--- src/sv/sfae_pkg.sv ---
// ----------------------------------------------------------------------------
// sfae_pkg
// Shared types and constants of the short-form ALU execute unit.
// ----------------------------------------------------------------------------
package sfae_pkg;

    localparam int NUM_REGS    = 16;
    localparam int IDX_W       = 4;
    localparam int DATA_W      = 32;
    localparam int QUEUE_DEPTH = 2;
    localparam int IN_TDATA_W  = 16;
    localparam int OUT_TDATA_W = 48;

    localparam logic [IDX_W-1:0] D15_INDEX = 4'd15;

    typedef enum logic [3:0] {
        OP_ADD        = 4'd0,
        OP_ADD_FROM15 = 4'd1,
        OP_ADD_TO15   = 4'd2,
        OP_ADDR_ADD   = 4'd3,
        OP_CADD       = 4'd4,
        OP_CADDN      = 4'd5,
        OP_CMOV       = 4'd6,
        OP_CMOVN      = 4'd7,
        OP_EQ         = 4'd8,
        OP_LT         = 4'd9,
        OP_MOV        = 4'd10,
        OP_MOV_ADDR   = 4'd11,
        OP_SH         = 4'd12,
        OP_SHA        = 4'd13
    } op_t;

    typedef struct packed {
        logic [3:0]        op;
        logic [IDX_W-1:0]  idx;
        logic [DATA_W-1:0] imm;
        logic              cnt_neg;
        logic [3:0]        sh_amt;
    } dec_t;

endpackage

--- src/sv/sfae_front.sv ---
// ----------------------------------------------------------------------------
// sfae_front
// Decode an incoming beat: extend the constant and form the shift count.
// ----------------------------------------------------------------------------
module sfae_front
(
    input  logic [3:0]          op,
    input  logic [3:0]          reg_index,
    input  logic [3:0]          const_field,
    output sfae_pkg::dec_t      dec
);
    import sfae_pkg::*;

    always_comb
    begin
        dec.op      = op;
        dec.idx     = reg_index;
        dec.cnt_neg = const_field[3];
        if (op == OP_MOV_ADDR)
        begin
            dec.imm = {{(DATA_W-4){1'b0}}, const_field};
        end
        else
        begin
            dec.imm = {{(DATA_W-4){const_field[3]}}, const_field};
        end
        if (const_field[3])
        begin
            dec.sh_amt = 4'(~const_field + 4'd1);
        end
        else
        begin
            dec.sh_amt = const_field;
        end
    end

endmodule

--- src/sv/sfae_queue.sv ---
// ----------------------------------------------------------------------------
// sfae_queue
// Short queue of decoded instructions between decode and execute.
// ----------------------------------------------------------------------------
module sfae_queue
(
    input  logic                clk,
    input  logic                rst_n,
    input  logic                push_valid,
    output logic                push_ready,
    input  sfae_pkg::dec_t      push_data,
    output logic                pop_valid,
    input  logic                pop_ready,
    output sfae_pkg::dec_t      pop_data
);
    import sfae_pkg::*;

    localparam int PTR_W = $clog2(QUEUE_DEPTH);
    localparam int CNT_W = $clog2(QUEUE_DEPTH + 1);

    dec_t             mem_reg [QUEUE_DEPTH];
    logic [PTR_W-1:0] wr_ptr_reg, wr_ptr_next;
    logic [PTR_W-1:0] rd_ptr_reg, rd_ptr_next;
    logic [CNT_W-1:0] count_reg, count_next;
    logic             push, pop;

    assign push_ready = (count_reg != CNT_W'(QUEUE_DEPTH));
    assign pop_valid  = (count_reg != '0);
    assign pop_data   = mem_reg[rd_ptr_reg];
    assign push       = push_valid && push_ready;
    assign pop        = pop_valid && pop_ready;

    always_comb
    begin
        wr_ptr_next = wr_ptr_reg;
        rd_ptr_next = rd_ptr_reg;
        count_next  = count_reg;
        if (push)
        begin
            wr_ptr_next = (wr_ptr_reg == PTR_W'(QUEUE_DEPTH - 1)) ? '0 : wr_ptr_reg + 1'b1;
        end
        if (pop)
        begin
            rd_ptr_next = (rd_ptr_reg == PTR_W'(QUEUE_DEPTH - 1)) ? '0 : rd_ptr_reg + 1'b1;
        end
        if (push && !pop)
        begin
            count_next = count_reg + 1'b1;
        end
        else if (pop && !push)
        begin
            count_next = count_reg - 1'b1;
        end
    end

    always_ff @(posedge clk or negedge rst_n)
    begin
        if (!rst_n)
        begin
            wr_ptr_reg <= '0;
            rd_ptr_reg <= '0;
            count_reg  <= '0;
        end
        else
        begin
            wr_ptr_reg <= wr_ptr_next;
            rd_ptr_reg <= rd_ptr_next;
            count_reg  <= count_next;
        end
    end

    always_ff @(posedge clk)
    begin
        if (push)
        begin
            mem_reg[wr_ptr_reg] <= push_data;
        end
    end

endmodule

--- src/sv/sfae_back.sv ---
// ----------------------------------------------------------------------------
// sfae_back
// Execute stage: register files, flags, ALU and the output register.
// ----------------------------------------------------------------------------
module sfae_back
(
    input  logic                        clk,
    input  logic                        rst_n,
    input  logic                        in_valid,
    output logic                        in_ready,
    input  sfae_pkg::dec_t              in_data,
    output logic                        m_axis_tvalid,
    input  logic                        m_axis_tready,
    output logic [sfae_pkg::OUT_TDATA_W-1:0] m_axis_tdata
);
    import sfae_pkg::*;

    logic [DATA_W-1:0] data_regs_reg [NUM_REGS];
    logic [DATA_W-1:0] addr_regs_reg [NUM_REGS];

    logic c_reg,   c_next;
    logic v_reg,   v_next;
    logic sv_reg,  sv_next;
    logic av_reg,  av_next;
    logic sav_reg, sav_next;

    logic                     out_valid_reg;
    logic [OUT_TDATA_W-1:0]   out_data_reg;

    logic              pop;
    logic              we;
    logic              isa;
    logic [IDX_W-1:0]  di;
    logic [DATA_W-1:0] val;

    logic [DATA_W-1:0] s, d15, areg, imm;
    logic [DATA_W-1:0] add_a, add_sum;
    logic              add_v;
    logic              c15;
    logic [DATA_W-1:0] tmax;
    logic [3:0]        amt;

    assign in_ready      = !out_valid_reg || m_axis_tready;
    assign pop           = in_valid && in_ready;
    assign m_axis_tvalid = out_valid_reg;
    assign m_axis_tdata  = out_data_reg;

    always_comb
    begin
        s       = data_regs_reg[in_data.idx];
        d15     = data_regs_reg[D15_INDEX];
        areg    = addr_regs_reg[in_data.idx];
        imm     = in_data.imm;
        amt     = in_data.sh_amt;
        c15     = (d15 != '0);
        add_a   = (in_data.op == OP_ADD_FROM15) ? d15 : s;
        add_sum = add_a + imm;
        add_v   = (add_sum[DATA_W-1] ^ add_a[DATA_W-1]) & ~(add_a[DATA_W-1] ^ imm[DATA_W-1]);
        tmax    = 32'h7FFF_FFFF >> amt;

        we       = 1'b0;
        isa      = 1'b0;
        di       = '0;
        val      = '0;
        c_next   = c_reg;
        v_next   = v_reg;
        sv_next  = sv_reg;
        av_next  = av_reg;
        sav_next = sav_reg;

        unique case (in_data.op)
            OP_ADD, OP_ADD_FROM15, OP_ADD_TO15, OP_CADD, OP_CADDN:
            begin
                if ((in_data.op != OP_CADD || c15) && (in_data.op != OP_CADDN || !c15))
                begin
                    we       = 1'b1;
                    di       = (in_data.op == OP_ADD_TO15) ? D15_INDEX : in_data.idx;
                    val      = add_sum;
                    v_next   = add_v;
                    sv_next  = sv_reg | add_v;
                    av_next  = add_sum[DATA_W-1] ^ add_sum[DATA_W-2];
                    sav_next = sav_reg | av_next;
                end
            end
            OP_ADDR_ADD:
            begin
                we  = 1'b1;
                isa = 1'b1;
                di  = in_data.idx;
                val = areg + imm;
            end
            OP_CMOV, OP_CMOVN:
            begin
                if ((in_data.op == OP_CMOV) == c15)
                begin
                    we  = 1'b1;
                    di  = in_data.idx;
                    val = imm;
                end
            end
            OP_EQ:
            begin
                we  = 1'b1;
                di  = D15_INDEX;
                val = {{(DATA_W-1){1'b0}}, (s == imm)};
            end
            OP_LT:
            begin
                we  = 1'b1;
                di  = D15_INDEX;
                val = {{(DATA_W-1){1'b0}}, ($signed(s) < $signed(imm))};
            end
            OP_MOV:
            begin
                we  = 1'b1;
                di  = in_data.idx;
                val = imm;
            end
            OP_MOV_ADDR:
            begin
                we  = 1'b1;
                isa = 1'b1;
                di  = in_data.idx;
                val = imm;
            end
            OP_SH:
            begin
                we  = 1'b1;
                di  = in_data.idx;
                val = in_data.cnt_neg ? (s >> amt) : (s << amt);
            end
            OP_SHA:
            begin
                we = 1'b1;
                di = in_data.idx;
                if (amt == '0)
                begin
                    c_next = 1'b0;
                    v_next = 1'b0;
                    val    = s;
                end
                else if (!in_data.cnt_neg)
                begin
                    c_next  = |(s & ~(32'hFFFF_FFFF >> amt));
                    v_next  = ($signed(s) > $signed(tmax)) || ($signed(s) < $signed(~tmax));
                    sv_next = sv_reg | v_next;
                    val     = s << amt;
                end
                else
                begin
                    c_next = |(s & ~(32'hFFFF_FFFF << amt));
                    v_next = 1'b0;
                    val    = DATA_W'($signed(s) >>> amt);
                end
                av_next  = val[DATA_W-1] ^ val[DATA_W-2];
                sav_next = sav_reg | av_next;
            end
            default:
            begin
                we = 1'b0;
            end
        endcase
    end

    always_ff @(posedge clk or negedge rst_n)
    begin
        if (!rst_n)
        begin
            for (int i = 0; i < NUM_REGS; i++)
            begin
                data_regs_reg[i] <= '0;
                addr_regs_reg[i] <= '0;
            end
            c_reg         <= 1'b0;
            v_reg         <= 1'b0;
            sv_reg        <= 1'b0;
            av_reg        <= 1'b0;
            sav_reg       <= 1'b0;
            out_valid_reg <= 1'b0;
        end
        else
        begin
            if (pop)
            begin
                if (we && isa)
                begin
                    addr_regs_reg[di] <= val;
                end
                if (we && !isa)
                begin
                    data_regs_reg[di] <= val;
                end
                c_reg         <= c_next;
                v_reg         <= v_next;
                sv_reg        <= sv_next;
                av_reg        <= av_next;
                sav_reg       <= sav_next;
                out_valid_reg <= 1'b1;
            end
            else if (m_axis_tready)
            begin
                out_valid_reg <= 1'b0;
            end
        end
    end

    always_ff @(posedge clk)
    begin
        if (pop)
        begin
            out_data_reg <= {5'b0, sav_next, av_next, sv_next, v_next, c_next,
                             val, di, isa, we};
        end
    end

endmodule

--- src/sv/short_form_alu_execute_unit.sv ---
// ----------------------------------------------------------------------------
// short_form_alu_execute_unit
// Short-form ALU execute unit with decode, instruction queue and execute.
// ----------------------------------------------------------------------------
// Takes one instruction beat per cycle and returns one result beat per cycle
// as long as the result side keeps tready high. Decode feeds a two-entry queue;
// the execute stage reads the register files, computes, writes back and
// updates the flags as it takes each instruction, so each instruction sees
// the results of the one before it. The queue entry and the output register
// lie between an input beat and its result beat.
module short_form_alu_execute_unit
(
    input  logic                                  clk,
    input  logic                                  rst_n,
    input  logic                                  s_axis_tvalid,
    output logic                                  s_axis_tready,
    // op[3:0], reg_index[7:4], const_field[11:8]
    input  logic [sfae_pkg::IN_TDATA_W-1:0]       s_axis_tdata,
    output logic                                  m_axis_tvalid,
    input  logic                                  m_axis_tready,
    // write_enable[0], dest_is_addr[1], dest_index[5:2], write_value[37:6],
    // flag_c[38], flag_v[39], flag_sv[40], flag_av[41], flag_sav[42]
    output logic [sfae_pkg::OUT_TDATA_W-1:0]      m_axis_tdata
);
    import sfae_pkg::*;

    dec_t front_dec;
    dec_t back_dec;
    logic back_valid;
    logic back_ready;
    logic unused_pad;

    assign unused_pad = |s_axis_tdata[IN_TDATA_W-1:12];

    sfae_front u_front
    (
        .op          (s_axis_tdata[3:0]),
        .reg_index   (s_axis_tdata[7:4]),
        .const_field (s_axis_tdata[11:8]),
        .dec         (front_dec)
    );

    sfae_queue u_queue
    (
        .clk        (clk),
        .rst_n      (rst_n),
        .push_valid (s_axis_tvalid),
        .push_ready (s_axis_tready),
        .push_data  (front_dec),
        .pop_valid  (back_valid),
        .pop_ready  (back_ready),
        .pop_data   (back_dec)
    );

    sfae_back u_back
    (
        .clk           (clk),
        .rst_n         (rst_n),
        .in_valid      (back_valid),
        .in_ready      (back_ready),
        .in_data       (back_dec),
        .m_axis_tvalid (m_axis_tvalid),
        .m_axis_tready (m_axis_tready),
        .m_axis_tdata  (m_axis_tdata)
    );

endmodule

--- config.mk ---
export PLATFORM = sky130hd
export DESIGN_NAME = short_form_alu_execute_unit
export DESIGN_NICKNAME = d
export VERILOG_FILES = /design/src/sv/sfae_pkg.sv /design/src/sv/sfae_front.sv /design/src/sv/sfae_queue.sv /design/src/sv/sfae_back.sv /design/src/sv/short_form_alu_execute_unit.sv
export SDC_FILE = /design/constraint.sdc
export NUM_CORES = 2
export LEC_CHECK = 0
export BUFFER_PORTS_ARGS = -buffer_cell sky130_fd_sc_hd__clkbuf_2
export CORE_MARGIN = 8
export CORE_UTILIZATION = 40
export CTS_CLUSTER_DIAMETER = 50
export CTS_CLUSTER_SIZE = 40
export DETAILED_ROUTE_END_ITERATION = 6
export SYNTH_ARGS = -nofsm -noshare
export SYNTH_HDL_FRONTEND = slang
export SYNTH_SLANG_ARGS = --single-unit
--- constraint.sdc ---
create_clock -name clk -period 9.38 [get_ports clk]
set_input_delay 0.938 -clock clk [delete_from_list [all_inputs] [get_ports clk]]
set_output_delay 0.938 -clock clk [all_outputs]
set_load 0.02 [all_outputs]
Yosys cells after proc, flatten, opt, wreduce, memory -nomap -nowiden

Memory sizes are Yosys's and may differ from the RTL's.
Cells that the tools add are included.

Add/subtract/negate cells: 7
$lt $le $gt $ge: 6
Eq/ne operators: 19
Bitwise logic cells: 18
Reduce and logical (&&, ||, !) cells: 34
Mux-type cells: 51
Shifts and indexed selects: 6

Operators with widths:

| cell                                                | count |
|---|---|
| bitwise mux 512 bit                                 | 2 |
| two-way mux 32 bit                                  | 13 |
| binary-select mux 32 bit (select 4 bit)             | 2 |
| one-hot mux 32 bit (8 select lines)                 | 1 |
| demux 32 bit (select 4 bit)                         | 1 |
| inverter 32 bit                                     | 3 |
| adder 32 bit                                        | 2 |
| AND 32 bit                                          | 2 |
| < comparator 32 bit                                 | 2 |
| OR reduction 32 bit                                 | 2 |
| equality test 32 bit                                | 1 |
| > comparator 32 bit                                 | 1 |
| nonzero test 32 bit                                 | 1 |
| left shift 32 x 4 -> 32 bit                         | 1 |
| left shift 32 x 4 -> 32 bit, first input constant   | 1 |
| >> shifter 31 x 4 -> 32 bit, first input constant   | 1 |
| >> shifter 32 x 4 -> 32 bit                         | 1 |
| >> shifter 32 x 4 -> 32 bit, first input constant   | 1 |
| >>> shifter 32 x 4 -> 32 bit                        | 1 |
| equality test 4 bit, second input constant          | 7 |
| two-way mux 1 bit                                   | 20 |
| equality test 4 x 3 -> 1 bit, second input constant | 4 |
| two-way mux 4 bit                                   | 4 |
| one-hot mux 4 bit (4 select lines)                  | 1 |
| 29 further kinds                                    | 66 |

Memory bits (writable): 90
Flip-flop bits (word level): 1077
Memories: 1
Output and inout bits: 50
Word-level logic and storage cells: 184
Input port bits: 20

Memories:

| name            | depth | bits a word | rd ports | clocked after memory_dff | wr ports | line             | text |
|---|---|---|---|---|---|---|---|
| u_queue.mem_reg | 2     | 45          | 1        | 0                        | 1        | sfae_queue.sv:21 | `dec_t mem_reg [QUEUE_DEPTH];` |

Depth between registers and ports, before layout

Depth in word-level cells: 12
Gate-level depth with buffers: 29

Cells and area by module

From an unflattened synthesis, not the netlist that was laid out.

Cells, all modules: 5931
Area total of the unflattened synthesis: 61447.7 um^2

By module, submodules not included:

| module     | times used | area an instance (um^2) | sequential area each (um^2) | cells each |
|---|---|---|---|---|
| sfae_back  | 1          | 57425.1                 | 27066.0                     | 5722 |
| sfae_queue | 1          | 3641.0                  | 2802.7                      | 158 |
| sfae_front | 1          | 381.6                   | 0.0                         | 51 |

Worst setup path before layout

OpenSTA, ideal clock, no wires.

Kind: register to register
Start: register u_queue.rd_ptr_reg
End: register u_back.out_data_reg[37] (netlist: u_back.m_axis_tdata[37]) (data pin)
Setup slack: 1467 ps
Cell stages (with the launch flop): 21
Arrival: 7645 ps
Buffers on the path: 6
Library setup time: 268 ps
Path through: dfrtp_1 > buf_6 > buf_2 > buf_2 > buf_2 > buf_2 > mux2i_1 > inv_1 > ha_1 > a21o_1 > o21bai_1 > a211oi_1 > nor2b_1 > a21oi_1 > a311oi_1 > o21ai_0 > xnor2_1 > nor2_1 > a2111oi_2 > clkbuf_1 > nand2_1

Word-level cells in the longest chain between the ends: 10
Elaborated cells on any way between the ends: 45

RTL lines:

| element                                                              | line             | text |
|---|---|---|
| start, declared                                                      | sfae_queue.sv:23 | `logic [PTR_W-1:0] rd_ptr_reg, rd_ptr_next;` |
| start signal, assigned                                               | sfae_queue.sv:67 | `rd_ptr_reg <= rd_ptr_next;` |
| memory read (2 x 45 bit) *                                           | -                |  |
| parallel branches: the longest is 8 deep, another holds adder 32 bit | -                |  |
| one-hot mux 32 bit (8 select lines) *                                | sfae_back.sv:71  | `unique case (in_data.op)` |
| via u_back.val[31]                                                   | sfae_back.sv:34  | `logic [DATA_W-1:0] val;` |
| end signal, assigned                                                 | sfae_back.sv:211 | `out_data_reg <= {5'b0, sav_next, av_next, sv_next, v_next, c_next,` |
| end, declared                                                        | sfae_back.sv:28  | `logic [OUT_TDATA_W-1:0] out_data_reg;` |

Mark *: on every way through the listed nets, which the timed path passes. The select of a mux whose other input is x is not followed.
A chain may end at the register's enable or synchronous reset.

Final worst setup path

Same ends and word-level chain as after synthesis.

==> results.yml <==
status:
  status: "finished, final reports clean"
synthesis:
  synth_compound_area_share_pct: 16.9
  synth_area_um2: 59500
  yosysUniqueCellTypes: 95
  yosys.area_share.xor_xnor_pct: 0.912
  post-synth-top-area-fraction_pct: 43.5
  yosys_register_bits: 1109
  ys_warn_count: 0
  ys_top_cells_by_area: "dfrtp_1, nand2_1, a21oi_1, nor2_1, edfxtp_1"
  synthArstFlopShare_pct: 93.2
  ys.flop_type: "dfrtp_1"
  avgSynthCellArea_um2: 9.12
  yosys.area_share.simple_pct: 17.4
  ys_seq_area_share_pct: 47.2
  synth_edf_count: 75
  synth_top_family_by_area: "simple AND/OR/NAND/NOR gates"
  synth_largest_area_cell: "dfrtp_1"
  synthMuxAreaShare_pct: 10.2
  synthAdderAreaFrac_pct: 2.90
  syn_inst: 6526
finish:
  layout_common_cells: "nand2_1, dfrtp_1, nor2_1"
  final_util_pct: 44.8
  largest_reg_flops: 512
  final_nets: 6515
  layout-drive-gt1-share_pct: 13.4
  num-fill-cells: 14200
  multi_input_area_um2: 29200
  final_common_cell: "nand2_1"
  seq_area_um2: 28100
  syn2layout_area_growth_pct: 11.4
critical_path:
  path_delay_family: "compound AO/OA/AOI/OAI gates"
  cp_max_fo: 38
  critPathArrivalTime_ns: 8.10
  crit_path_top_delay_cell: "o31ai_1"
  path_cells: "buf_4 > mux2_2 > buf_4 > o31ai_1 > mux2_2 > inv_1 > o21ai_0 > ha_1 > a21o_1 > a21oi_1 > a211oi_1 > o21ai_0 > a21oi_1 > a311oi_1 > o21ai_0 > xnor2_1 > nor2_1 > a2111oi_4 > buf_4 > nand2_1"
  worst_setup_path_end_kind: "flip-flop"
  critPathMaxStageDelay_ns: 0.76
  crit_buf_inv: 4
  crit_type: "reg -> reg"
  cp_data_required_time_ns: 9.86
  worstSetupStartpointType: "flip-flop"
route:
  drtIter0Drc: 5666
  drtPass1Iterations: 6
  via_per_inst: 5.94
  dr_total_vias: 49800
  drtAntennaViolNets: 0
  wl_per_cell_um: 24.9
  routed_wirelength_mm: 209
  drc: 0
timing:
  maxSlewHeadroom_pct: 19.0
  worstMarginPinSlew_ns: 1.21
  fin_crit_sh_pct: 81.3
  maxSlewViolCount: 0
  hold_violations: 0
  max_freq_mhz: 131
  setup_tns_ns: 0
  grt_setup_unrepaired: "no"
  layout_min_cycle_time_ns: 7.63
  finalSetupViolations: 0
  clock_skew_ns: 0.0405
cts:
  clkLatencyLatePin_ns: 0.76
  path_clk_slew_ns: 0.08
  post_cts_buffers: 0
  cts_hold_buf: 0
  tritoncts: "yes"
  cts_max_level: 3
  cts_num_sinks: 1109
  clockBufferDepth: 3
  cts_buffers: 115
  post_cts_resized: 0
  clockRootBuffer: "clkbuf_16"
floorplan:
  die_y_um: 402
  row_count: 141
  io_pins: 70
  initial_utilization_pct: 40.3
  core-area_um2: 148000
  chipWidth_um: 402
  die_area_um2: 161000
global_route:
  grt_pass1_vias: 47600
  grt_pass1_wl_mm: 314
  gr-total-overflow: 0
  grt_max_degree: 163
  antenna_found_initial: 2
  grt_usage_pct: 25.1
run:
  cap_violations: 0
placement:
  routabilityCongestion: 0.984
  post-dp-hpwl_mm: 133
  io_buffer_count: 60
min_path:
  hp-class: "in -> async"
[per-stage QoR]
| stage | cell area, um2 | hold slack (ns) | worst slack, ns | std cells |
|---|---|---|---|---|
| final | 66300 | 0.269 | 1.75 | 8392 |
| after global routing | 66300 | 0.314 | 1.53 | 8390 |
| after CTS | 66300 | 0.266 | 2.01 | 8390 |
| after detailed placement | 62100 | 0.453 | 1.98 | 8171 |
| after global placement | 62100 | 0.451 | 2.03 | 8171 |
| after floorplan | 59500 | 0.434 | 1.47 | 6530 |
[layout make-up]
class | count | area share, %
inverter | 78 | 0.443
clock buffer | 124 | 4.50
antenna | 2 | 0.00755
timing repair buffer | 254 | 3.00
clock inverter | 95 | 1.88
tap | 1930 | 3.64
multi-input combinational | 4800 | 44.1
sequential | 1109 | 42.4
[path summary, 6_finish.rpt]
check / startpoint / end / slack, ns / cells past startpoint
setup / recovery: u_queue.rd_ptr_reg$_DFFE_PN0P_ / u_back.m_axis_tdata[37]$_DFFE_PP_ / 1.75 / 20
hold / removal: rst_n / u_back.data_regs_reg[493]$_DFFE_PN0P_ / 0.27 / 1
setup reg to reg: u_queue.rd_ptr_reg$_DFFE_PN0P_ / u_back.m_axis_tdata[37]$_DFFE_PP_ / 1.75 / 20
hold reg to reg: u_back.sv_reg$_DFFE_PN0P_ / u_back.sv_reg$_DFFE_PN0P_ / 0.47 / 1
max in group asynchronous: rst_n / u_back.addr_regs_reg[438]$_DFFE_PN0P_ / 6.77 / 3
min in group clk: s_axis_tdata[4] / u_queue.mem_reg[1][37]$_DFFE_PP_ / 0.38 / 1
[logic make-up (layout without fill, tap and decap cells)]
group / Yosys count / in the layout
fa+ha+maj: 137 / 137
xor+xnor: 62 / 62
compound gates: 1654 / 1654
flops: 1109 / 1109
buf+inv: 621 / 551
simple gates: 2470 / 2470
other cells: 1 / 7
mux: 472 / 472
[worst reg2reg max path: stages, from the launching register on]
cell and delay, ns:
dfrtp_2 0.49, buf_4 0.58, mux2_2 0.61, buf_4 0.29
o31ai_1 0.77, mux2_2 0.42, inv_1 0.15, o21ai_0 0.19
ha_1 0.31, a21o_1 0.17, a21oi_1 0.19, a211oi_1 0.15
o21ai_0 0.63, a21oi_1 0.25, a311oi_1 0.56, o21ai_0 0.31
xnor2_1 0.29, nor2_1 0.11, a2111oi_4 0.32, buf_4 0.45
nand2_1 0.13
[synthesized netlist by cell type, types with 18 or more instances]
master,number
nor2_1,745
mux2i_1,192
xnor2_1,36
a21o_1,55
a21oi_1,602
clkbuf_1,400
nand4_1,28
xor2_1,26
or2_2,20
nand2b_1,20
o21ai_0,380
inv_1,75
a22oi_1,19
nand2_1,1129
mux2_2,187
nand3_1,339
edfxtp_1,75
a311oi_1,69
and2_1,22
o21bai_1,18
o211ai_1,46
a31oi_1,175
o31ai_1,22
buf_4,20
a32oi_1,22
ha_1,135
dfrtp_1,1034
mux4_2,88
buf_2,67
buf_1,40
nor3_1,41
o21a_1,32
a211oi_1,29
and3_1,66
a21oi_2,19
[routing by layer]
layer / track usage (%) / vias up / wire (um)
met5: 0 / - / 0
met2: 38.1 / 1970 / 91800
met1: 36.1 / 24800 / 93300
met4: 9.75 / 0 / 8300
met3: 3.99 / 399 / 15600
li1: - / 22700 / -
Power is not shown: default switching activity piles up to over one toggle a cycle in this logic, so the estimate is an artifact.
